File: config.mk
export PLATFORM = sky130hd
export DESIGN_NAME = tcnc_fifo
export DESIGN_NICKNAME = d
export VERILOG_FILES = /design/src/design/triangle_cull_and_near_clip_core_assert.svh /design/src/design/tcnc_fifo.sv
export SDC_FILE = /design/constraint.sdc
export NUM_CORES = 1
export LEC_CHECK = 0
export ABC_AREA = 1
export BUFFER_PORTS_ARGS = -buffer_cell sky130_fd_sc_hd__buf_2
export CELL_PAD_IN_SITES_DETAIL_PLACEMENT = 1
export CELL_PAD_IN_SITES_GLOBAL_PLACEMENT = 1
export CORE_MARGIN = 2
export CORE_UTILIZATION = 41
export DETAILED_ROUTE_END_ITERATION = 12
export PLACE_DENSITY_LB_ADDON = 0.1
export RECOVER_POWER = 25
export SYNTH_ARGS = -nofsm -noshare
export SYNTH_HDL_FRONTEND = slang
export SYNTH_SLANG_ARGS = --single-unit
File: constraint.sdc
create_clock -name clk -period 3.7 [get_ports clk]
set_input_delay 0.185 -clock clk [delete_from_list [all_inputs] [get_ports clk]]
set_output_delay 0.185 -clock clk [all_outputs]
set_load 0.1 [all_outputs]
File: src/design/triangle_cull_and_near_clip_core_assert.svh
// Assertion macros shared by the triangle cull and clip RTL.
// Included by modules that carry concurrent checks; no other dependencies.
`ifndef TRIANGLE_CULL_AND_NEAR_CLIP_CORE_ASSERT_SVH
`define TRIANGLE_CULL_AND_NEAR_CLIP_CORE_ASSERT_SVH
`ifndef SYNTHESIS
`define TCNC_ASSERT(lbl, clk, rst_n, prop) \
	lbl: assert property (@(posedge clk) disable iff (!rst_n) (prop)) \
		else $error("tcnc check failed");
`define TCNC_ASSERT_IMP(lbl, clk, rst_n, ante, cons) \
	lbl: assert property (@(posedge clk) disable iff (!rst_n) (ante) |-> (cons)) \
		else $error("tcnc check failed");
`else
`define TCNC_ASSERT(lbl, clk, rst_n, prop)
`define TCNC_ASSERT_IMP(lbl, clk, rst_n, ante, cons)
`endif
`endif

File: src/design/tcnc_fifo.sv
// Small register queue used between front and back and at the result side.
// No dependencies.
module tcnc_fifo #(
	parameter int WIDTH = 8,
	parameter int DEPTH = 2
) (
	input  logic             clk,
	input  logic             arst_n,
	input  logic             push,
	input  logic [WIDTH-1:0] wdata,
	output logic             full,
	input  logic             pop,
	output logic [WIDTH-1:0] rdata,
	output logic             empty
);
	localparam int AW = (DEPTH > 1) ? $clog2(DEPTH) : 1;
	localparam logic [AW-1:0] LAST = AW'(DEPTH - 1);

	logic [WIDTH-1:0] mem_q [DEPTH];
	logic [AW-1:0] wr_q, rd_q;
	logic [AW:0] cnt_q;
	logic do_push, do_pop;

	assign full  = (cnt_q == (AW+1)'(DEPTH));
	assign empty = (cnt_q == '0);
	assign do_push = push && !full;
	assign do_pop  = pop && !empty;
	assign rdata = mem_q[rd_q];

	always_ff @(posedge clk) begin
		if (do_push) mem_q[wr_q] <= wdata;
	end

	always_ff @(posedge clk or negedge arst_n) begin
		if (!arst_n) begin
			wr_q <= '0;
			rd_q <= '0;
			cnt_q <= '0;
		end else begin
			if (do_push) wr_q <= (wr_q == LAST) ? '0 : wr_q + 1'b1;
			if (do_pop) rd_q <= (rd_q == LAST) ? '0 : rd_q + 1'b1;
			cnt_q <= cnt_q + (AW+1)'(do_push) - (AW+1)'(do_pop);
		end
	end
endmodule

# ---- Yosys cells after proc, flatten, opt, wreduce, memory -nomap -nowiden
# Memories as Yosys holds them, arrays and structs flattened.
# Index checks and enable logic that the tools add are counted.
dict set report totals {
  ff_bits 4
  ramBits 16
  in_bits 12
  elab_cells 18
  memories 1
}
dict set report op_classes {
  addsub 4
  n_eq_ne 1
  n_mux 4
  n_reduce_logical 5
}
# name words word_bits read_ports rd_ports_with_merged_regs wr line
set mem_list {}
lappend mem_list {mem_q 2 8 1 0 1 tcnc_fifo.sv:19} ;# logic [WIDTH-1:0] mem_q [DEPTH];
# op count
set ops {}
lappend ops {{$mux W1} 4}
lappend ops {{$add A1 B1 Y1 const B} 2}
lappend ops {{$add A2 B1 Y2} 1}
lappend ops {{$eq A2 B2 Y1 const B} 1}
lappend ops {{$logic_and A1 B1 Y1} 2}
lappend ops {{$logic_not A1 Y1} 2}
lappend ops {{$logic_not A2 Y1} 1}
lappend ops {{$sub A2 B1 Y2} 1}

# ---- Logic depth before layout (Yosys ltp)
dict set report logic_depth {
  word_depth 5
  depth_mapped 10
  ltp_nobuf 10
}

# ---- Worst setup path before layout
# Ideal clock, no wire load.
dict set report synth_timing {
  kind {register to output}
  startpoint {reg rd_q}
  endpoint {out rdata[0]}
  arrival_time_ps 1250
  required_time_ps 3515
  setup_slack_ps 2265
  path_stages_with_launch 5
  path_cell_list {dfrtp_1 -> buf_6 -> inv_4 -> nand2_1 -> nand2_1}
}
dict set report synth_via {
  elab_chain_len 1
}
# element line
set synth_lines {}
lappend synth_lines {{from (decl)} tcnc_fifo.sv:20} ;# logic [AW-1:0] wr_q, rd_q;
lappend synth_lines {{from (signal assigned)} tcnc_fifo.sv:41} ;# if (do_pop) rd_q <= (rd_q == LAST) ? '0 : rd_q + 1'b1;
lappend synth_lines {{$mem_v2 Z2 W8} n/a}
lappend synth_lines {{to (decl)} tcnc_fifo.sv:13} ;# output logic [WIDTH-1:0] rdata,
# No other way between the ends.

# ---- Worst setup path after layout
dict set report layout_timing {
  startpoint {reg rd_q}
  endpoint {out rdata[3]}
}
# The elaborated chain is that of the path after synthesis.

==> impl_metrics.json <==
{
  "outcome": "completed",
  "ant_nets": 0,
  "dpl_cell_area_sq_um": 950.9,
  "holdCritStartpoint": "wdata[3]",
  "top_usage_layer": "met2",
  "grt_overflow_total": 0,
  "dp_hpwl_um": 1303,
  "crit_path_start": "rd_q$_DFFE_PN0P_",
  "drt_first_pass_iters": 3,
  "finalSetupViolCount": 0,
  "drtIter0Drc": 5,
  "yosys_warnings": 0,
  "syn_nets": 89,
  "holdPathStages": 1,
  "path_clk_slew_ns": 0.11,
  "io_buffer_count": 21,
  "crit_fanout": 10,
  "drt-total-wl_um": 1673,
  "multi_input_comb_area_sq_um": 187.7,
  "design_area_sq_um": 1010,
  "antenna_cells": 0,
  "cp.arrival_ns": 1.57,
  "gr-usage-met2": 0.3082,
  "seq_area_frac_synth": 0.7052,
  "min_to": "mem_q[0][3]$_DFFE_PP_",
  "final_cell_mix": "35 x nand2_1, 18 x buf_2, 16 x edfxtp_1, 9 x inv_1, 4 x dfrtp_1",
  "final_common_cell": "nand2_1",
  "vias_per_cell": 4.441,
  "clock_skew_ns": 0.004392,
  "drv_cap": 0,
  "r2r_slack_ns": 2.22,
  "row_count": 16,
  "grt_pass1_vias": 598,
  "cts_sinks": 20,
  "postSynthAreaPerCell_sq_um": 10.98,
  "period_share": 0.4732,
  "grt.met1_usage": 0.1708,
  "max-slew-margin-rel": 0.5580,
  "max_freq_mhz": 571.2,
  "track_usage": 0.1598,
  "worst-setup-path-type": "register to output pin",
  "drive_gt1_frac": 0.2600,
  "die_x_um": 48.81,
  "hold_violations": 0,
  "num_vias": 564,
  "tns_ns": 0,
  "clkLatencyLatePin_ns": 0.29,
  "syn_area_sq_um": 823.3,
  "min_path_type": "primary input to register",
  "worst_slew_pin_slew_ns": 0.6606,
  "seq_area_sq_um": 580.6,
  "grt_max_degree": 13,
  "startpoint_type": "register",
  "antenna_found_initial": 0,
  "synth_cells": 75,
  "wl_per_cell_um": 13.17,
  "initial_utilization": 0.4284,
  "gp_congestion": 0.7404,
  "grt_pass1_wl_um": 2725,
  "r2r_cells": 10,
  "htreeDepth": 1,
  "coreArea_sq_um": 1922,
  "cts_tree": "done",
  "die_h_um": 48.81,
  "final_core_util": 0.5254,
  "dieArea_sq_um": 2382,
  "cts_buffers": 3,
  "clockBufferDepth": 2,
  "area_delta_synth_final_pct": 22.64,
  "ys_seq_elements": 20,
  "remaining_drc_errors": 0,
  "use_met3": 0.03988,
  "crit_required_ns": 3.51,
  "timing.rr.start": "cnt_q[1]$_DFF_PN0_",
  "slew_violations": 0,
  "rsz0062_at_grt": "false",
  "worst_r2r_endpoint": "cnt_q[1]$_DFF_PN0_",
  "io_pins": 22,
  "period_needed_ns": 1.751,
  "nets": 115,
  "synth_cell_types": 11,
  "setup_slack_ns": 1.949,
  "post_cts_buffers": 0,
  "dp_slack_ns": 2.200,
  "worst_setup_path_end_kind": "output pin",
  "fill_cells": 228,
  "clockRootBuffer": "clkbuf_4"
}
[what timing repair did]
item / in CTS / in global routing
hold buffers: 1 / 0
gates resized for setup: 0 / 0
endpoints found under the hold margin: 4 / 0
[metrics by stage]
step | hold WS [ns] | cells
6_report | 0.07458 | 127
5_1_grt | 0.05346 | 127
4_1_cts | 0.06452 | 127
3_5_place_dp | 0.001067 | 122
3_3_place_gp | -0.003122 | 122
2_1_floorplan | -0.1106 | 75
[worst max-delay path: stages, from the launching register on]
cell and delay (ns):
dfrtp_1 0.54, inv_4 0.18, nand2_1 0.07, nand2_1 0.07
buf_2 0.42
[synth_stat cells]
library cell	number	area, sq um
nand2_1	35	131.4
inv_4	1	6.260
inv_1	9	33.78
buf_6	1	11.26
ha_1	2	25.02
nor2_1	1	3.750
nand3_1	3	15.01
inv_2	1	3.750
nand2_2	2	12.51
dfrtp_1	4	100.1
edfxtp_1	16	480.5
[per-layer routing]
layer	vias to the layer above	wire (um)
met4	0	0
met5	-	0
li1	286	-
met2	16	940
met1	262	637
met3	0	96
[state kept, by name, indices dropped and copies added (netlist names)]
register  flops
mem_q        16
cnt_q         2
rd_q          1
wr_q          1
[final cells by class]
class                      instances  share of cell area
clock buffer                       3             0.02230
clock inverter                     1             0.02974
inverter                          11             0.04337
multi-input combinational         43              0.1859
sequential                        20              0.5750
tap                               27             0.03346
timing repair buffer              22              0.1103
[logic make-up (layout without fill, tap and decap cells)]
family / Yosys count / in the layout / share of synthesized area
simple gates: 41 / 41 / 0.1976
buf+inv: 12 / 37 / 0.06687
flops: 20 / 20 / 0.7052
fa+ha+maj: 2 / 2 / 0.03039
[how the worst max path moves through the flow]
stage | to | slack (ns) | cells after the start
global route | rdata[0] | 1.85 | 4
detailed placement | cnt_q[1]$_DFF_PN0_ | 2.20 | 10
floorplan | rdata[0] | 2.26 | 4
CTS | rdata[3] | 1.93 | 4
global placement | mem_q[1][6]$_DFFE_PP_ | 2.27 | 3
finish | rdata[3] | 1.95 | 4
Power is not shown: default switching activity piles up to over one toggle a cycle in this logic, so the estimate is an artifact.
