File: src/design/triangle_cull_and_near_clip_core_assert.svh
// Assertion macros shared by the triangle cull and clip RTL.
// Included by modules that carry concurrent checks; no other dependencies.
`ifndef TRIANGLE_CULL_AND_NEAR_CLIP_CORE_ASSERT_SVH
`define TRIANGLE_CULL_AND_NEAR_CLIP_CORE_ASSERT_SVH
`ifndef SYNTHESIS
`define TCNC_ASSERT(lbl, clk, rst_n, prop) \
	lbl: assert property (@(posedge clk) disable iff (!rst_n) (prop)) \
		else $error("tcnc check failed");
`define TCNC_ASSERT_IMP(lbl, clk, rst_n, ante, cons) \
	lbl: assert property (@(posedge clk) disable iff (!rst_n) (ante) |-> (cons)) \
		else $error("tcnc check failed");
`else
`define TCNC_ASSERT(lbl, clk, rst_n, prop)
`define TCNC_ASSERT_IMP(lbl, clk, rst_n, ante, cons)
`endif
`endif

File: src/design/tcnc_pkg.sv
// Shared types and constants for the triangle cull and near clip core.
// No dependencies.
package tcnc_pkg;
	localparam int CFG_IDX_BITS = 1;
	localparam logic [CFG_IDX_BITS-1:0] CFG_NEAR = 1'b0;
	localparam logic [CFG_IDX_BITS-1:0] CFG_FAR  = 1'b1;
	localparam int COLOR_BITS = 64;
	localparam int NUM_COORDS = 8;

	// classification handed from front to back with each triangle
	typedef struct packed {
		logic [2:0] in_mask;
	} tcnc_job_t;
endpackage

File: src/design/tcnc_front.sv
// Front end: gathers three vertices, culls, classifies against the near plane.
// Uses tcnc_pkg; feeds the job queue.
module tcnc_front #(
	parameter int W = 32
) (
	input  logic                     clk,
	input  logic                     arst_n,
	input  logic                     push,
	input  logic [8*W+63:0]          vin,
	output logic                     full,
	input  logic signed [W-1:0]      near_z,
	input  logic signed [W-1:0]      far_z,
	output logic                     job_push,
	output logic [3*(8*W+64)+2:0]    job_data,
	input  logic                     job_full
);
	import tcnc_pkg::*;
	localparam int VW = 8*W + 64;

	logic [VW-1:0] vtx_q [3];
	logic [1:0] slot_q;
	logic pend_q;
	logic signed [W-1:0] z [3], cx [3], cy [3];
	logic signed [W-1:0] zmax, zmin, xmn, xmx, ymn, ymx;
	logic signed [W:0] nzmax;
	logic survive;
	tcnc_job_t ctl;

	assign full = pend_q;

	always_comb begin
		for (int i = 0; i < 3; i++) begin
			cx[i] = vtx_q[i][0 +: W];
			cy[i] = vtx_q[i][W +: W];
			z[i]  = vtx_q[i][2*W +: W];
			ctl.in_mask[i] = (z[i] >= near_z);
		end
		zmax = z[0]; zmin = z[0];
		xmn = cx[0]; xmx = cx[0]; ymn = cy[0]; ymx = cy[0];
		for (int i = 1; i < 3; i++) begin
			if (z[i] > zmax) zmax = z[i];
			if (z[i] < zmin) zmin = z[i];
			if (cx[i] < xmn) xmn = cx[i];
			if (cx[i] > xmx) xmx = cx[i];
			if (cy[i] < ymn) ymn = cy[i];
			if (cy[i] > ymx) ymx = cy[i];
		end
		nzmax = -(W+1)'(zmax);
		survive = !(zmax < near_z || zmin > far_z)
			&& !((W+1)'(xmn) > (W+1)'(zmax) || (W+1)'(xmx) < nzmax)
			&& !((W+1)'(ymn) > (W+1)'(zmax) || (W+1)'(ymx) < nzmax);
	end

	assign job_push = pend_q && survive && !job_full;
	assign job_data = {ctl, vtx_q[2], vtx_q[1], vtx_q[0]};

	always_ff @(posedge clk) begin
		if (push && !full) vtx_q[slot_q] <= vin;
	end

	always_ff @(posedge clk or negedge arst_n) begin
		if (!arst_n) begin
			slot_q <= '0;
			pend_q <= 1'b0;
		end else begin
			if (push && !full) begin
				if (slot_q == 2'd2) begin
					slot_q <= '0;
					pend_q <= 1'b1;
				end else begin
					slot_q <= slot_q + 1'b1;
				end
			end
			// culled triangles are dropped here
			if (pend_q && (!survive || !job_full)) pend_q <= 1'b0;
		end
	end
endmodule

File: config.mk
export PLATFORM = sky130hd
export DESIGN_NAME = tcnc_front
export DESIGN_NICKNAME = d
export VERILOG_FILES = /design/src/design/triangle_cull_and_near_clip_core_assert.svh /design/src/design/tcnc_pkg.sv /design/src/design/tcnc_front.sv
export SDC_FILE = /design/constraint.sdc
export NUM_CORES = 2
export LEC_CHECK = 0
export CORE_AREA = 2 2 526 528
export DETAILED_ROUTE_END_ITERATION = 8
export DIE_AREA = 0 0 528 530
export DONT_BUFFER_PORTS = 1
export PLACE_DENSITY = 0.39
export SYNTH_ARGS = -nofsm -noshare
export SYNTH_HDL_FRONTEND = slang
export SYNTH_SLANG_ARGS = --single-unit
File: constraint.sdc
create_clock -name clk -period 31.2 [get_ports clk]
set_input_delay 1.56 -clock clk [delete_from_list [all_inputs] [get_ports clk]]
set_output_delay 1.56 -clock clk [all_outputs]
set_load 0.01 [all_outputs]
======== Word level (Yosys, flattened, before mapping) ========
Memory sizes are Yosys's and may differ from the RTL's.
Cells that the tools add are included.
operators by class
  $add $sub $neg .......................... 2
  order comparisons ....................... 21
  equal/unequal tests ..................... 1
  mux-type cells .......................... 18
  reduce and logical (&&, ||, !) cells .... 19
operator list
  operator             count
  $mux 32              12
  $gt 32x32->1         9
  $lt 32x32->1         7
  $ge 32x32->1         3
  $lt 32x33->1         2
  $neg 32->33          1
  $logic_and 1x1->1    6
  $logic_not 1->1      6
  $mux 1               5
  $logic_or 1x1->1     4
  $reduce_bool 2->1    2
  $add 2x1->2 const B  1
  $eq 2x2->1 const B   1
  $mux 2               1
  $reduce_and 2->1     1
word-level totals
  register bits ........................... 3
  RAM bits ................................ 960
  output and inout port bits .............. 965
  memories ................................ 1
memories
  name   words  bits a word  read ports  clocked after memory_dff  wr ports  line              source
  vtx_q  3      320          3           0                         1         tcnc_front.sv:20  logic [VW-1:0] vtx_q [3];

======== Longest topological paths before layout ========
  word-level depth ........................ 15
  depth in mapped cells ................... 53
  gate-level depth less buffers ........... 46

======== Least setup slack after synthesis ========
No wires, ideal clock.
  kind .................................... input-to-reg
  from .................................... input push
  to ...................................... memory vtx_q[1][0] (netlist bit), enable pin
  data arrival time ....................... 24.829 ns
  data required time ...................... 29.739 ns
  path slack .............................. 4.911 ns
  cell stages on the path ................. 2
  buffers on the path ..................... 0
  path through ............................ nand2b_1 > nor3b_1
between the ends
  longest elaborated chain between the ends .. 3
ends and longest elaborated chain
  element                       line              source
  start, declared               tcnc_front.sv:8   input logic push,
  $logic_and 1x1->1             tcnc_front.sv:58  if (push && !full) vtx_q[slot_q] <= vin;
  $mux 1                        tcnc_front.sv:58
  $mux 1 (not written as such)  tcnc_front.sv:58
  end, declared                 tcnc_front.sv:20
Every way passes these cells.

==> out/metrics.csv <==
metric,value,unit
input/output buffers,0,
total gr overflow,0,
Tcrit/Tclk final,0.477,
synthesized area,0.0477,mm²
"Seq/Total Area, Yosys",0.606,
largest net degree at the start of global routing,128,
post-synthesis simple-gate area fraction,0.0747,
biggest area consumer among synthesized cells,edfxtp_1,
post-CTS setup buffer count,0,
vias per cell,4.33,
Clock Latency Late Sink,800,ps
Post-synth EDFFs,960,
TritonCTS clock tree,yes,
Syn Inst Count,3527,
Max stage delay on crit path,810,ps
crit-path max FO,37,
Post-Synth Adder-Cell Area,0.149,
nets,4600,
Total Wirelength,255,mm
RSZ-0062 raised after global routing,no,
# resized after CTS,0,
first-pass GRT wire length,322,mm
hold crit path type,primary input to asynchronous set/reset pin,
Pins Over Slew Limit,0,
critical path arrival,13310,ps
die area,0.280,mm²
share of cells above drive strength 1,0.0759,
drt drc,0,
Peak VDD IR,0.0000554,V
mux contribution to synthesized area,0.0493,
syn nets,4480,
effective utilization at floorplan,0.173,
post-synth top area share,0.605,
chip height,530,µm
"CTS clk-pin slew, worst paths",70,ps
cell leakage power,21.2,nW
Final setup viols,0,
"CP delay by family, top",simple AND/OR/NAND/NOR gates,
max cap viols,0,
fmax,67.3,MHz
"Power, Total",0.00613,W
clock buffer count from CTS,105,
GPL Wtd Cong,0.877,
CP required,29640,ps
clock sinks,963,
Top Ports,1353,
switch share,0.436,
Detail Placement HPWL,212,mm
Clock H-tree levels,3,
final hold viol count,0,
P_sw,0.00267,W
"FFs w/ async S/R, synth",0.00312,
Syn-to-layout area delta,18.4,%
final worst setup slack,16330,ps
number of global-route vias before repair,31400,
XOR/XNOR Fraction of Synth Area,0.00570,
# rows,193,
pre-CTS WS,17110,ps
GRT Util Overall,0.173,
Die X,528,µm
Placed Cells incl. Taps,7147,
startpoint types,flip-flop,
Yosys cell types,78,
Root Buffer,clkbuf_16,
Power Dens Cells,109,mW/mm²
DR iter-0 viols,3290,
relative slew slack,0.263,
min Tclk post-route,14870,ps
Seq pwr share,0.343,
Final Instance Count excl. Fillers,7410,
hold_buf cts,0,
Compound-Gate Fraction of Synth Area,0.0884,
Setup crit end kind,output pin,
CP max stage cell,nor4_1,
yosys synthesis warning count,0,
detailed-route wire length per cell,34.4,µm
status,finished clean,
initial antenna violation count,82,
Slew @ Worst Pin,1110,ps
Synth area leaders,"edfxtp_1 60%, ha_1 15%, mux2i_1 4.6%",
clock share of power,0.215,
combinational group share of total power,0.442,
CP bufs+invs,8,
core area,0.275,mm²
Clock Path Buffers,4,
kind of critical path,flip-flop to output pin,
Max Clock Skew,62.2,ps
number of synthesized register bits,963,
largest family of logic cells by synthesized area,adder cells,
Most Frequent Cell on Critical Path,nor2_1,
Synth Flop Type,edfxtp_1,
Syn Area/Cell,13.5,µm²
internal power,0.00345,W
total vias in the final route,32100,
TNS Setup,0,ps
antenna-violating nets left,0,
DRT Pass-1 Iters,7,
-- placed cells by master, fill, tap and decap left out, types with 97 or more instances in the layout --
| master | netlist | routed |
|---|---|---|
| a21oi_1 | 285 | 282 |
| edfxtp_1 | 960 | 960 |
| inv_1 | 280 | 280 |
| mux2i_1 | 219 | 217 |
| a21o_1 | 97 | 97 |
| nand4_1 | 108 | 108 |
| clkbuf_16 | 0 | 105 |
| nor2_1 | 225 | 225 |
| ha_1 | 565 | 565 |
| o21ai_0 | 148 | 138 |
| nand2_1 | 102 | 101 |
-- worst register-to-register path: cells and delay by family (launching register included) --
family | cells | cell delay [ps]
and+or+nand+nor | 19 | 4860
AOI/OAI and AO/OA | 17 | 3710
adders and majority gates | 4 | 1470
buffers and inverters | 7 | 1460
DFF | 1 | 520
xor gates and xnor gates | 1 | 190
muxes | 1 | 180
-- cell usage after synthesis, drive strengths merged (19+ instances only) --
library cell	number
nand4	109
nand3	32
xnor2	27
nand2b	52
a211oi	19
o21ai	154
nor2	225
nor3	35
inv	280
a21oi	285
edfxtp	960
nand2	102
o21a	36
nor2b	64
ha	565
a21o	97
clkbuf	49
mux2i	219
-- layer usage --
metal  vias up  share of wire  global-route usage
li1      13800              -                   -
met1     16400           0.39               0.206
met2      1630           0.49               0.299
met3       257          0.095              0.0588
met4         8          0.022              0.0388
met5         -        0.00024                   0
-- worst paths after layout --
path                                         from                     to  slack, ps  depth (start not counted)
max                        vtx_q[0][95]$_DFFE_PP_               job_push      16330                         50
min                                        arst_n       full$_DFFE_PN0P_        450                          0
max reg2reg                vtx_q[0][95]$_DFFE_PP_       full$_DFFE_PN0P_      18730                         49
min reg2reg                 slot_q[1]$_DFFE_PN0P_  slot_q[1]$_DFFE_PN0P_        570                          1
max in group asynchronous                  arst_n  slot_q[0]$_DFFE_PN0P_      30670                          0
min in group clk            slot_q[1]$_DFFE_PN0P_  slot_q[1]$_DFFE_PN0P_        570                          1
-- power groups by stage --
stage               Clock [W]  Combinational (W)  Sequential, W
floorplan                   0            0.00172        0.00220
global placement            0            0.00273        0.00214
detailed placement          0            0.00275        0.00212
CTS                   0.00135            0.00276        0.00210
global route          0.00139            0.00303        0.00212
finish                0.00132            0.00271        0.00210
-- registers in the layout (all words and copies together), names as in the netlist --
register and cells:
full 1, slot_q 2, vtx_q 960
-- cell type report --
class                      count  area, µm²
timing repair buffer          75        603
clock buffer                 113       2660
clock inverter                77        898
tap                         3607       4510
multi-input combinational   2222      17600
antenna                       73        183
inverter                     280       1050
fill                       29400     218000
sequential                   963      28900
-- cell families (layout without fill, tap and decap cells) --
family	count (synthesis)	in the layout
buf+inv	342	545
flops	963	963
simple gates	701	701
fa+ha+maj	566	566
compound gates	691	691
mux	233	233
xor+xnor	31	31
other cells	0	73
-- metrics by stage --
| step | utilization | hold slack, ps | area (µm²) |
|---|---|---|---|
| 2_1_floorplan | - | 488 | 47700 |
| 3_3_place_gp | 0.192 | 534 | 52700 |
| 3_5_place_dp | 0.192 | 549 | 52700 |
| 4_1_cts | 0.205 | 364 | 56200 |
| 5_1_grt | 0.205 | 381 | 56300 |
| 6_report | 0.205 | 450 | 56400 |
Power figures use the tool's default switching activity.
