### src/design/triangle_cull_and_near_clip_core_assert.svh
// Assertion macros shared by the triangle cull and clip RTL.
// Included by modules that carry concurrent checks; no other dependencies.
`ifndef TRIANGLE_CULL_AND_NEAR_CLIP_CORE_ASSERT_SVH
`define TRIANGLE_CULL_AND_NEAR_CLIP_CORE_ASSERT_SVH
`ifndef SYNTHESIS
`define TCNC_ASSERT(lbl, clk, rst_n, prop) \
	lbl: assert property (@(posedge clk) disable iff (!rst_n) (prop)) \
		else $error("tcnc check failed");
`define TCNC_ASSERT_IMP(lbl, clk, rst_n, ante, cons) \
	lbl: assert property (@(posedge clk) disable iff (!rst_n) (ante) |-> (cons)) \
		else $error("tcnc check failed");
`else
`define TCNC_ASSERT(lbl, clk, rst_n, prop)
`define TCNC_ASSERT_IMP(lbl, clk, rst_n, ante, cons)
`endif
`endif

### src/design/tcnc_pkg.sv
// Shared types and constants for the triangle cull and near clip core.
// No dependencies.
package tcnc_pkg;
	localparam int CFG_IDX_BITS = 1;
	localparam logic [CFG_IDX_BITS-1:0] CFG_NEAR = 1'b0;
	localparam logic [CFG_IDX_BITS-1:0] CFG_FAR  = 1'b1;
	localparam int COLOR_BITS = 64;
	localparam int NUM_COORDS = 8;

	// classification handed from front to back with each triangle
	typedef struct packed {
		logic [2:0] in_mask;
	} tcnc_job_t;
endpackage

### src/design/tcnc_back.sv
// Back end: weight divider, shared lerp multiplier and output sequencer.
// Uses tcnc_pkg and the assertion header; feeds the result queue.
`include "triangle_cull_and_near_clip_core_assert.svh"
module tcnc_back #(
	parameter int W = 32,
	parameter int F = 16
) (
	input  logic                     clk,
	input  logic                     arst_n,
	input  logic                     job_valid,
	input  logic [3*(8*W+64)+2:0]    job_data,
	output logic                     job_pop,
	input  logic signed [W-1:0]      near_z,
	output logic                     out_push,
	output logic [8*W+64:0]          out_data,
	input  logic                     out_full
);
	import tcnc_pkg::*;
	localparam int VW = 8*W + 64;
	localparam int NATTR = NUM_COORDS + 4;
	localparam int CW = $clog2(F + NATTR + 1);
	localparam logic [2:0] SRC_IN0 = 3'd0, SRC_IN1 = 3'd1, SRC_V2 = 3'd2,
		SRC_NA = 3'd3, SRC_NB = 3'd4;

	typedef enum logic [4:0] {
		ST_IDLE = 5'b00001, ST_PREP = 5'b00010, ST_DIV = 5'b00100,
		ST_LERP = 5'b01000, ST_EMIT = 5'b10000
	} st_t;

	st_t st_q;
	logic [VW-1:0] jv_q [3];
	logic [1:0] in0_q, in1_q, out0_q, out1_q, ni_q;
	logic k_q;
	logic [CW-1:0] cnt_q;
	logic [2:0] ecnt_q;
	logic [W+1:0] rem_q, d_q, rem2;
	logic [F-1:0] t_q;
	logic [W-1:0] nv_q [2][NATTR];
	logic [W+F:0] prod_s1;
	logic neg_s1, vld_s1;
	logic [W-1:0] a_s1;
	logic [3:0] idx_s1;

	tcnc_job_t ctl;
	logic [1:0] ni, in0, in1, out0, out1, ia, ib;
	logic [VW-1:0] va, vb, ev;
	logic signed [W:0] la, lb;
	logic signed [W+1:0] diff;
	logic [W:0] mag, pshift;
	logic [W-1:0] lres;
	logic [3:0] li;
	logic [2:0] src, total;

	function automatic logic signed [W-1:0] crd(logic [VW-1:0] v, int a);
		return v[a*W +: W];
	endfunction

	always_comb begin
		ctl = job_data[3*VW +: 3];
		ni = 2'($countones(ctl.in_mask));
		in0 = 2'd0; in1 = 2'd0; out0 = 2'd0; out1 = 2'd0;
		for (int i = 2; i >= 0; i--) begin
			if (ctl.in_mask[i]) begin
				in1 = in0; in0 = 2'(i);
			end else begin
				out1 = out0; out0 = 2'(i);
			end
		end
	end

	assign job_pop = (st_q == ST_IDLE) && job_valid;

	// endpoints of the edge being cut
	assign ia = (k_q && ni_q == 2'd2) ? in1_q : in0_q;
	assign ib = (k_q && ni_q == 2'd1) ? out1_q : out0_q;
	assign va = jv_q[ia];
	assign vb = jv_q[ib];
	assign rem2 = {rem_q[W:0], 1'b0};

	always_comb begin
		li = cnt_q[3:0];
		if (li < 4'(NUM_COORDS)) begin
			la = (W+1)'(crd(va, int'(li)));
			lb = (W+1)'(crd(vb, int'(li)));
		end else begin
			la = (W+1)'({1'b0, va[8*W + 16*(int'(li) - NUM_COORDS) +: 16]});
			lb = (W+1)'({1'b0, vb[8*W + 16*(int'(li) - NUM_COORDS) +: 16]});
		end
		diff = (W+2)'(lb) - (W+2)'(la);
		mag = diff[W+1] ? (W+1)'(-diff) : (W+1)'(diff);
		pshift = (W+1)'(prod_s1 >> F);
		lres = neg_s1 ? a_s1 - pshift[W-1:0] : a_s1 + pshift[W-1:0];
	end

	always_comb begin
		total = (ni_q == 2'd2) ? 3'd6 : 3'd3;
		case (ni_q)
			2'd1: src = (ecnt_q == 3'd0) ? SRC_IN0 : (ecnt_q == 3'd1) ? SRC_NA : SRC_NB;
			2'd2: begin
				case (ecnt_q)
					3'd0: src = SRC_IN0;
					3'd1: src = SRC_IN1;
					3'd2: src = SRC_NA;
					3'd3: src = SRC_IN1;
					3'd4: src = SRC_NB;
					default: src = SRC_NA;
				endcase
			end
			default: src = ecnt_q;
		endcase
		case (src)
			SRC_IN0: ev = jv_q[in0_q];
			SRC_IN1: ev = jv_q[in1_q];
			SRC_V2:  ev = jv_q[2];
			default: begin
				for (int i = 0; i < NUM_COORDS; i++) ev[i*W +: W] = nv_q[src == SRC_NB][i];
				ev[2*W +: W] = near_z;
				for (int c = 0; c < 4; c++)
					ev[8*W + 16*c +: 16] = nv_q[src == SRC_NB][NUM_COORDS + c][15:0];
			end
		endcase
	end

	assign out_push = (st_q == ST_EMIT) && !out_full;
	assign out_data = {(ecnt_q == total - 3'd1), ev};

	always_ff @(posedge clk) begin
		if (job_pop) begin
			jv_q[0] <= job_data[0 +: VW];
			jv_q[1] <= job_data[VW +: VW];
			jv_q[2] <= job_data[2*VW +: VW];
			ni_q <= ni; in0_q <= in0; in1_q <= in1; out0_q <= out0; out1_q <= out1;
		end
		if (st_q == ST_PREP) begin
			rem_q <= (W+2)'(crd(va, 2)) - (W+2)'(near_z);
			d_q <= (W+2)'(crd(va, 2)) - (W+2)'(crd(vb, 2));
			t_q <= '0;
		end else if (st_q == ST_DIV) begin
			if (rem2 >= d_q) begin
				rem_q <= rem2 - d_q;
				t_q <= {t_q[F-2:0], 1'b1};
			end else begin
				rem_q <= rem2;
				t_q <= {t_q[F-2:0], 1'b0};
			end
		end
		prod_s1 <= (W+F+1)'(mag) * (W+F+1)'(t_q);
		neg_s1 <= diff[W+1];
		a_s1 <= la[W-1:0];
		idx_s1 <= li;
		if (vld_s1) nv_q[k_q][idx_s1] <= lres;
	end

	always_ff @(posedge clk or negedge arst_n) begin
		if (!arst_n) begin
			st_q <= ST_IDLE;
			k_q <= 1'b0;
			cnt_q <= '0;
			ecnt_q <= '0;
			vld_s1 <= 1'b0;
		end else begin
			vld_s1 <= (st_q == ST_LERP) && (cnt_q < CW'(NATTR));
			case (st_q)
				ST_IDLE: if (job_valid) begin
					k_q <= 1'b0;
					ecnt_q <= '0;
					st_q <= (ni == 2'd3) ? ST_EMIT : ST_PREP;
				end
				ST_PREP: begin
					cnt_q <= '0;
					st_q <= ST_DIV;
				end
				ST_DIV: begin
					if (cnt_q == CW'(F - 1)) begin
						cnt_q <= '0;
						st_q <= ST_LERP;
					end else cnt_q <= cnt_q + 1'b1;
				end
				ST_LERP: begin
					if (cnt_q == CW'(NATTR)) begin
						cnt_q <= '0;
						k_q <= 1'b1;
						st_q <= k_q ? ST_EMIT : ST_PREP;
					end else cnt_q <= cnt_q + 1'b1;
				end
				ST_EMIT: if (!out_full) begin
					if (ecnt_q == total - 3'd1) begin
						ecnt_q <= '0;
						st_q <= ST_IDLE;
					end else ecnt_q <= ecnt_q + 1'b1;
				end
				default: st_q <= ST_IDLE;
			endcase
		end
	end

	`TCNC_ASSERT_IMP(a_div_rem, clk, arst_n, st_q == ST_DIV, rem_q < d_q)
	`TCNC_ASSERT_IMP(a_emit_cnt, clk, arst_n, st_q == ST_EMIT, ecnt_q < total)
	`TCNC_ASSERT_IMP(a_pop_idle, clk, arst_n, job_pop, $past(st_q) != ST_IDLE || st_q == ST_IDLE)
	`TCNC_ASSERT(a_clip_one_out, clk, arst_n, !(job_pop && ni == 2'd0))
endmodule

### config.mk
export PLATFORM = sky130hd
export DESIGN_NAME = tcnc_back
export DESIGN_NICKNAME = d
export VERILOG_FILES = /design/src/design/tcnc_pkg.sv /design/src/design/tcnc_back.sv
export VERILOG_INCLUDE_DIRS = /design/src /design/src/design
export SDC_FILE = /design/constraint.sdc
export NUM_CORES = 2
export LEC_CHECK = 0
export BUFFER_PORTS_ARGS = -buffer_cell sky130_fd_sc_hd__buf_2
export CAP_MARGIN = 25
export CORE_ASPECT_RATIO = 1.2
export CORE_MARGIN = 10
export CORE_UTILIZATION = 33
export CTS_BUF_LIST = sky130_fd_sc_hd__clkbuf_16
export DETAILED_ROUTE_END_ITERATION = 10
export MAX_ROUTING_LAYER = met4
export PLACE_DENSITY = 0.47
export RECOVER_POWER = 50
export SLEW_MARGIN = 20
export SYNTH_ARGS = -nofsm -noshare
export SYNTH_HDL_FRONTEND = slang
export SYNTH_SLANG_ARGS = --single-unit
### constraint.sdc
create_clock -name clk -period 31.9 [get_ports clk]
set_clock_uncertainty 0.15 [all_clocks]
set_input_delay 3.19 -clock clk [delete_from_list [all_inputs] [get_ports clk]]
set_output_delay 3.19 -clock clk [all_outputs]
set_load 0.02 [all_outputs]
# Word level (Yosys, flattened, before mapping)
# Memories as Yosys holds them, arrays and structs flattened. A register that Yosys moved wholly into a read port is not among the register bits.
# Index checks and enable logic that the tools add are counted.
dict set report totals {
  register_bits 192
  mem_bits_rw 1728
  inputBits 999
  wordCells 134
  mem_count 2
}
# name words word_bits rd rd_clocked_by_memory_dff wr line
set mem_list {}
lappend mem_list {jv_q 3 320 5 2 3 tcnc_back.sv:31} ;# logic [VW-1:0] jv_q [3];
lappend mem_list {nv_q 2 384 1 0 1 tcnc_back.sv:38} ;# logic [W-1:0] nv_q [2][NATTR];
dict set report classes {
  n_addsub 14
  multipliers 1
  order_cmp 5
  n_eq_ne 22
  shifts 4
  n_mux 51
  bitwise_logic 1
  n_reduce_logical 17
}
# op count
set ops {}
lappend ops {{case mux 320 bit (3 select lines)} 1}
lappend ops {{indexed part select 320 x 10 -> 32 bit} 2}
lappend ops {{indexed part select 320 x 11 -> 16 bit} 2}
lappend ops {{two-way mux 384 bit} 1}
lappend ops {{two-way mux 33 bit} 6}
lappend ops {{demux 32 bit (select 4 bit)} 1}
lappend ops {{subtractor 32 x 32 -> 33 bit} 2}
lappend ops {{two-way mux 32 bit} 2}
lappend ops {{multiplier 33 x 16 -> 48 bit} 1}
lappend ops {{two-way mux 5 bit} 9}
lappend ops {{>= comparator 34 bit} 1}
lappend ops {{subtractor 33 x 33 -> 34 bit} 1}
lappend ops {{negator 33 bit} 1}
lappend ops {{subtractor 33 bit} 1}
lappend ops {{adder 32 bit} 1}
lappend ops {{subtractor 32 bit} 1}
lappend ops {{two-way mux 2 bit} 13}
lappend ops {{case mux 5 bit (5 select lines)} 1}
lappend ops {{two-way mux 3 bit} 6}
lappend ops {{== test 5 x 4 -> 1 bit, second input constant} 3}
lappend ops {{case mux 5 bit (3 select lines)} 1}
lappend ops {{case mux 3 bit (2 select lines)} 2}
lappend ops {{adder 10 x 9 -> 11 bit, first input constant} 1}
lappend ops {{case mux 3 bit (3 select lines)} 1}
lappend ops {{other kinds (33)} 54}

# Depth between registers and ports, before layout
# An unclocked memory read counts as a cell.
dict set report logic_depth {
  word_depth 10
  depth_mapped 58
  ltp_nobuf 53
}

# Worst setup path after synthesis
# OpenSTA, ideal clock, no wires.
dict set report synth_timing {
  path_kind {input-to-output}
  start {in job_valid}
  end {out job_pop}
  arrival_ns 22.063
  path_slack_ns 6.497
  path_stages 2
  path_cell_list {nand2_1 -> inv_1}
}
dict set report synth_between {
  elab_chain_len 1
}
# item line
set synth_rtl {}
lappend synth_rtl {{from (decl)} tcnc_back.sv:10} ;# input logic job_valid,
lappend synth_rtl {{logical AND 1 bit} tcnc_back.sv:71} ;# assign job_pop = (st_q == ST_IDLE) && job_valid;
lappend synth_rtl {{to (decl)} tcnc_back.sv:12} ;# output logic job_pop,
# No other way between the ends.

# Worst setup path in the final report
dict set report layout_timing {
  start {reg cnt_q[0]}
  end {reg prod_s1[46]}
}
dict set report layout_between {
  elab_chain_len 8
  elab_cells_between_ends 13
}
# item line
set layout_rtl {}
lappend layout_rtl {{from (decl)} tcnc_back.sv:34} ;# logic [CW-1:0] cnt_q;
lappend layout_rtl {{from (signal assigned)} tcnc_back.sv:177} ;# end else cnt_q <= cnt_q + 1'b1;
lappend layout_rtl {{from (signal assigned)} tcnc_back.sv:184} ;# end else cnt_q <= cnt_q + 1'b1;
lappend layout_rtl {{subtractor 4 x 4 -> 5 bit} tcnc_back.sv:86} ;# la = (W+1)'({1'b0, va[8*W + 16*(int'(li) - NUM_COORDS) +: 16]});
lappend layout_rtl {{adder 10 x 9 -> 11 bit} tcnc_back.sv:86}
lappend layout_rtl {{indexed part select 320 x 11 -> 16 bit} tcnc_back.sv:86}
lappend layout_rtl {{two-way mux 33 bit (*)} tcnc_back.sv:82} ;# if (li < 4'(NUM_COORDS)) begin
lappend layout_rtl {{net la[0]} tcnc_back.sv:47} ;# logic signed [W:0] la, lb;
lappend layout_rtl {{subtractor 33 x 33 -> 34 bit (*)} tcnc_back.sv:89} ;# diff = (W+2)'(lb) - (W+2)'(la);
lappend layout_rtl {{negator 33 bit} tcnc_back.sv:90} ;# mag = diff[W+1] ? (W+1)'(-diff) : (W+1)'(diff);
lappend layout_rtl {{two-way mux 33 bit (*)} tcnc_back.sv:90}
lappend layout_rtl {{multiplier 33 x 16 -> 48 bit (*)} tcnc_back.sv:147} ;# prod_s1 <= (W+F+1)'(mag) * (W+F+1)'(t_q);
lappend layout_rtl {{to (signal assigned)} tcnc_back.sv:147}
lappend layout_rtl {{to (decl)} tcnc_back.sv:39} ;# logic [W+F:0] prod_s1;
# Mark *: on every way through the listed nets, which the timed path passes. The rest lies on a longest branch.
# A chain may end at the register's enable or synchronous reset.

==> flow_summary.ini <==
[status]
status = finished, violations left
violations = capacitance limit, slew limit

[timing]
relSlewSlack = -2.11
min_period_over_period = 0.587
hold_violations = 0
setup_viol = 0
post-route-min-period_ps = 18730
worst_pin_slew_ps = 4670
rsz0062_at_grt = false
slew_viol_final = 1128
finalSetupTns_ps = 0
max_freq_ghz = 0.0534

[grt]
antenna_found_initial = 163
track_usage = 0.381
first_global_vias = 95400
grt_remaining_overflow = 0
grt_max_degree = 145
grt_pass1_wl_um = 924000

[place]
finalWeightedCongestion = 1.07
hpwlAfterDp_um = 545000
io_buffer_count = 1321

[clock_tree]
cts_made_buffers = 199
cts-htree-levels = 4
cts.clk_slew.worst_paths_ps = 70
root_buffer = clkbuf_16
clock_latency_ps = 950
holdBufCountCts = 0
cts_tree = done
tritoncts_num_sinks = 1716
cts_resized = 0
clock_path_buffers = 4
cts_setup_buffers = 0

[floorplan]
core-area_um2 = 342000
die_x_um = 555
num_io_pins = 1322
fp.dieH_um = 663
rows = 235
die_area_um2 = 368000
initial_core_util = 0.332

[layout]
drive_gt1_frac = 0.210
synthToLayoutAreaGrowth_pct = 17.1
fin_nets = 13100
seq_area_um2 = 50600
multi_input_area_um2 = 58700
fillers = 33700

[drt]
drt_iter0_markers = 13900
vias = 99600
vias_per_cell = 6.13
routed_wl_um = 712000
routedWlPerCell_um = 43.9
drc = 0
drt_first_pass_iters = 6
postRouteAntennaNets = 0

[synthesis]
synth_seq_cells = 1716
syn_avg_cell_area_um2 = 11.1
yosysSeqAreaShare = 0.445
netlist_instances = 10200
ys.warnings.count = 0
syn_nets = 12000
ys_types = 92
synth-async-reset-ratio = 0.00874
synthesis.area_um2 = 114000
synth_edf_count = 1612
synth_ff_type = edfxtp_1

[critical_path]
startpoint_type = flop
worst_path_most_repeated_cell = fa_1
rr_worst_depth = 47
endpoint_kind = flop
critical_path_arrival_ps = 19370
critPathSlowestCell = clkbuf_1
crit_type = reg2reg
max_stage_delay_ps = 2540
cp.required_ps = 32540
crit_fanout = 37

[min_path]
min_path_cells = 1
hold_class = reg2reg

[job]
max_cap_violations = 40
[cell families (layout without fill, tap and decap cells)]
kind of cell    count (synthesis)  after routing  synth area share
simple gates                 2680           2680            0.0995
other cells                     0            245                 0
fa+ha+maj                     723            723             0.109
buf+inv                      1405           2651            0.0468
xor+xnor                      224            224            0.0176
mux                          1349           1349             0.157
flops                        1716           1716             0.445
compound gates               2145           2145             0.125
[synth_stat cells, types with 300 or more instances]
cell	number	area share
fa_1	436	0.077
mux2_2	475	0.047
o22ai_1	333	0.018
a21oi_1	405	0.018
clkbuf_1	628	0.021
nor2_1	392	0.013
inv_1	650	0.021
mux4_2	300	0.060
o21ai_0	389	0.017
edfxtp_1	1612	0.43
nand2_1	1756	0.058
mux2i_1	574	0.051
[final cells by class]
| type | count | share of cell area |
|---|---|---|
| multi-input cells | 7121 | 0.441 |
| flip-flops and latches | 1716 | 0.380 |
| repair buffers | 1641 | 0.0647 |
| well taps | 4503 | 0.0424 |
| clock buffers | 204 | 0.0384 |
| inverters | 652 | 0.0185 |
| clock inverters | 154 | 0.00968 |
| diodes | 245 | 0.00461 |
[state kept, by name, summed over array words and instances, names as in the netlist, 2 cells and up, named ones only]
name / flops
a_s1: 32
cnt_q: 5
d_q: 33
ecnt_q: 3
idx_s1: 4
in0_q: 2
in1_q: 2
jv_q: 960
ni_q: 2
nv_q: 576
out0_q: 2
out1_q: 2
prod_s1: 32
rem_q: 33
st_q: 5
t_q: 16
[worst max-delay path: cells and delay by family (launching register included)]
kind,cells,cell delay (ps)
flip-flops,1,1000
AND/OR/NAND/NOR,10,1970
adder cells (fa/ha/maj),9,4400
XOR/XNOR,3,950
AO/OA/AOI/OAI,17,4420
multiplexers,1,620
buffers and inverters,7,4930
[final timing paths]
check | startpoint | to | slack [ps]
setup / recovery | cnt_q[0] | prod_s1[46] | 13170
hold / removal | t_q[1] | t_q[1] | 340
setup reg to reg | cnt_q[0] | prod_s1[46] | 13170
hold reg to reg | t_q[1] | t_q[1] | 340
max in group asynchronous | arst_n | cnt_q[1] | 28320
min in group asynchronous | arst_n | ecnt_q[2] | 2380
[per-layer routing]
| metal | track usage | routed length (um) | up-vias | share of wire |
|---|---|---|---|---|
| met1 | 0.440 | 255000 | 51000 | 0.36 |
| met2 | 0.566 | 313000 | 6893 | 0.44 |
| met3 | 0.0693 | 60800 | 1676 | 0.085 |
| li1 | - | - | 40100 | - |
| met4 | 0.340 | 82800 | 0 | 0.12 |
| met5 | - | 0 | - | 0 |
[stage by stage]
step	hold WS (ps)	setup WS (ps)	cell area [um^2]	util	cells
2_1_floorplan	195	6500	114000	-	10200
3_3_place_gp	316	15020	126000	0.370	15600
3_5_place_dp	319	14850	127000	0.370	15600
4_1_cts	335	14760	133000	0.389	16000
5_1_grt	349	12720	133000	0.389	16200
6_report	339	13170	133000	0.389	16200
[layout by cell type (no fill, tap or decap), types with 67 or more instances in the layout]
| cell type | count |
|---|---|
| o22ai_1 | 315 |
| a32oi_1 | 287 |
| mux2i_1 | 570 |
| mux4_2 | 300 |
| a22oi_1 | 162 |
| clkbuf_1 | 472 |
| a21o_1 | 67 |
| xnor2_1 | 119 |
| a31oi_1 | 92 |
| mux2_2 | 471 |
| inv_1 | 677 |
| diode_2 | 245 |
| ha_1 | 287 |
| a21oi_1 | 402 |
| and2_1 | 182 |
| edfxtp_1 | 1612 |
| buf_2 | 881 |
| dfxtp_1 | 69 |
| fa_1 | 436 |
| buf_4 | 264 |
| o21ai_0 | 386 |
| nand2_1 | 1754 |
| nand3_1 | 96 |
| clkbuf_16 | 204 |
| nor2_1 | 384 |
Power is left out: the tool's default activity adds up to more than one toggle a clock period on the data nets, which glitch-free logic cannot reach.
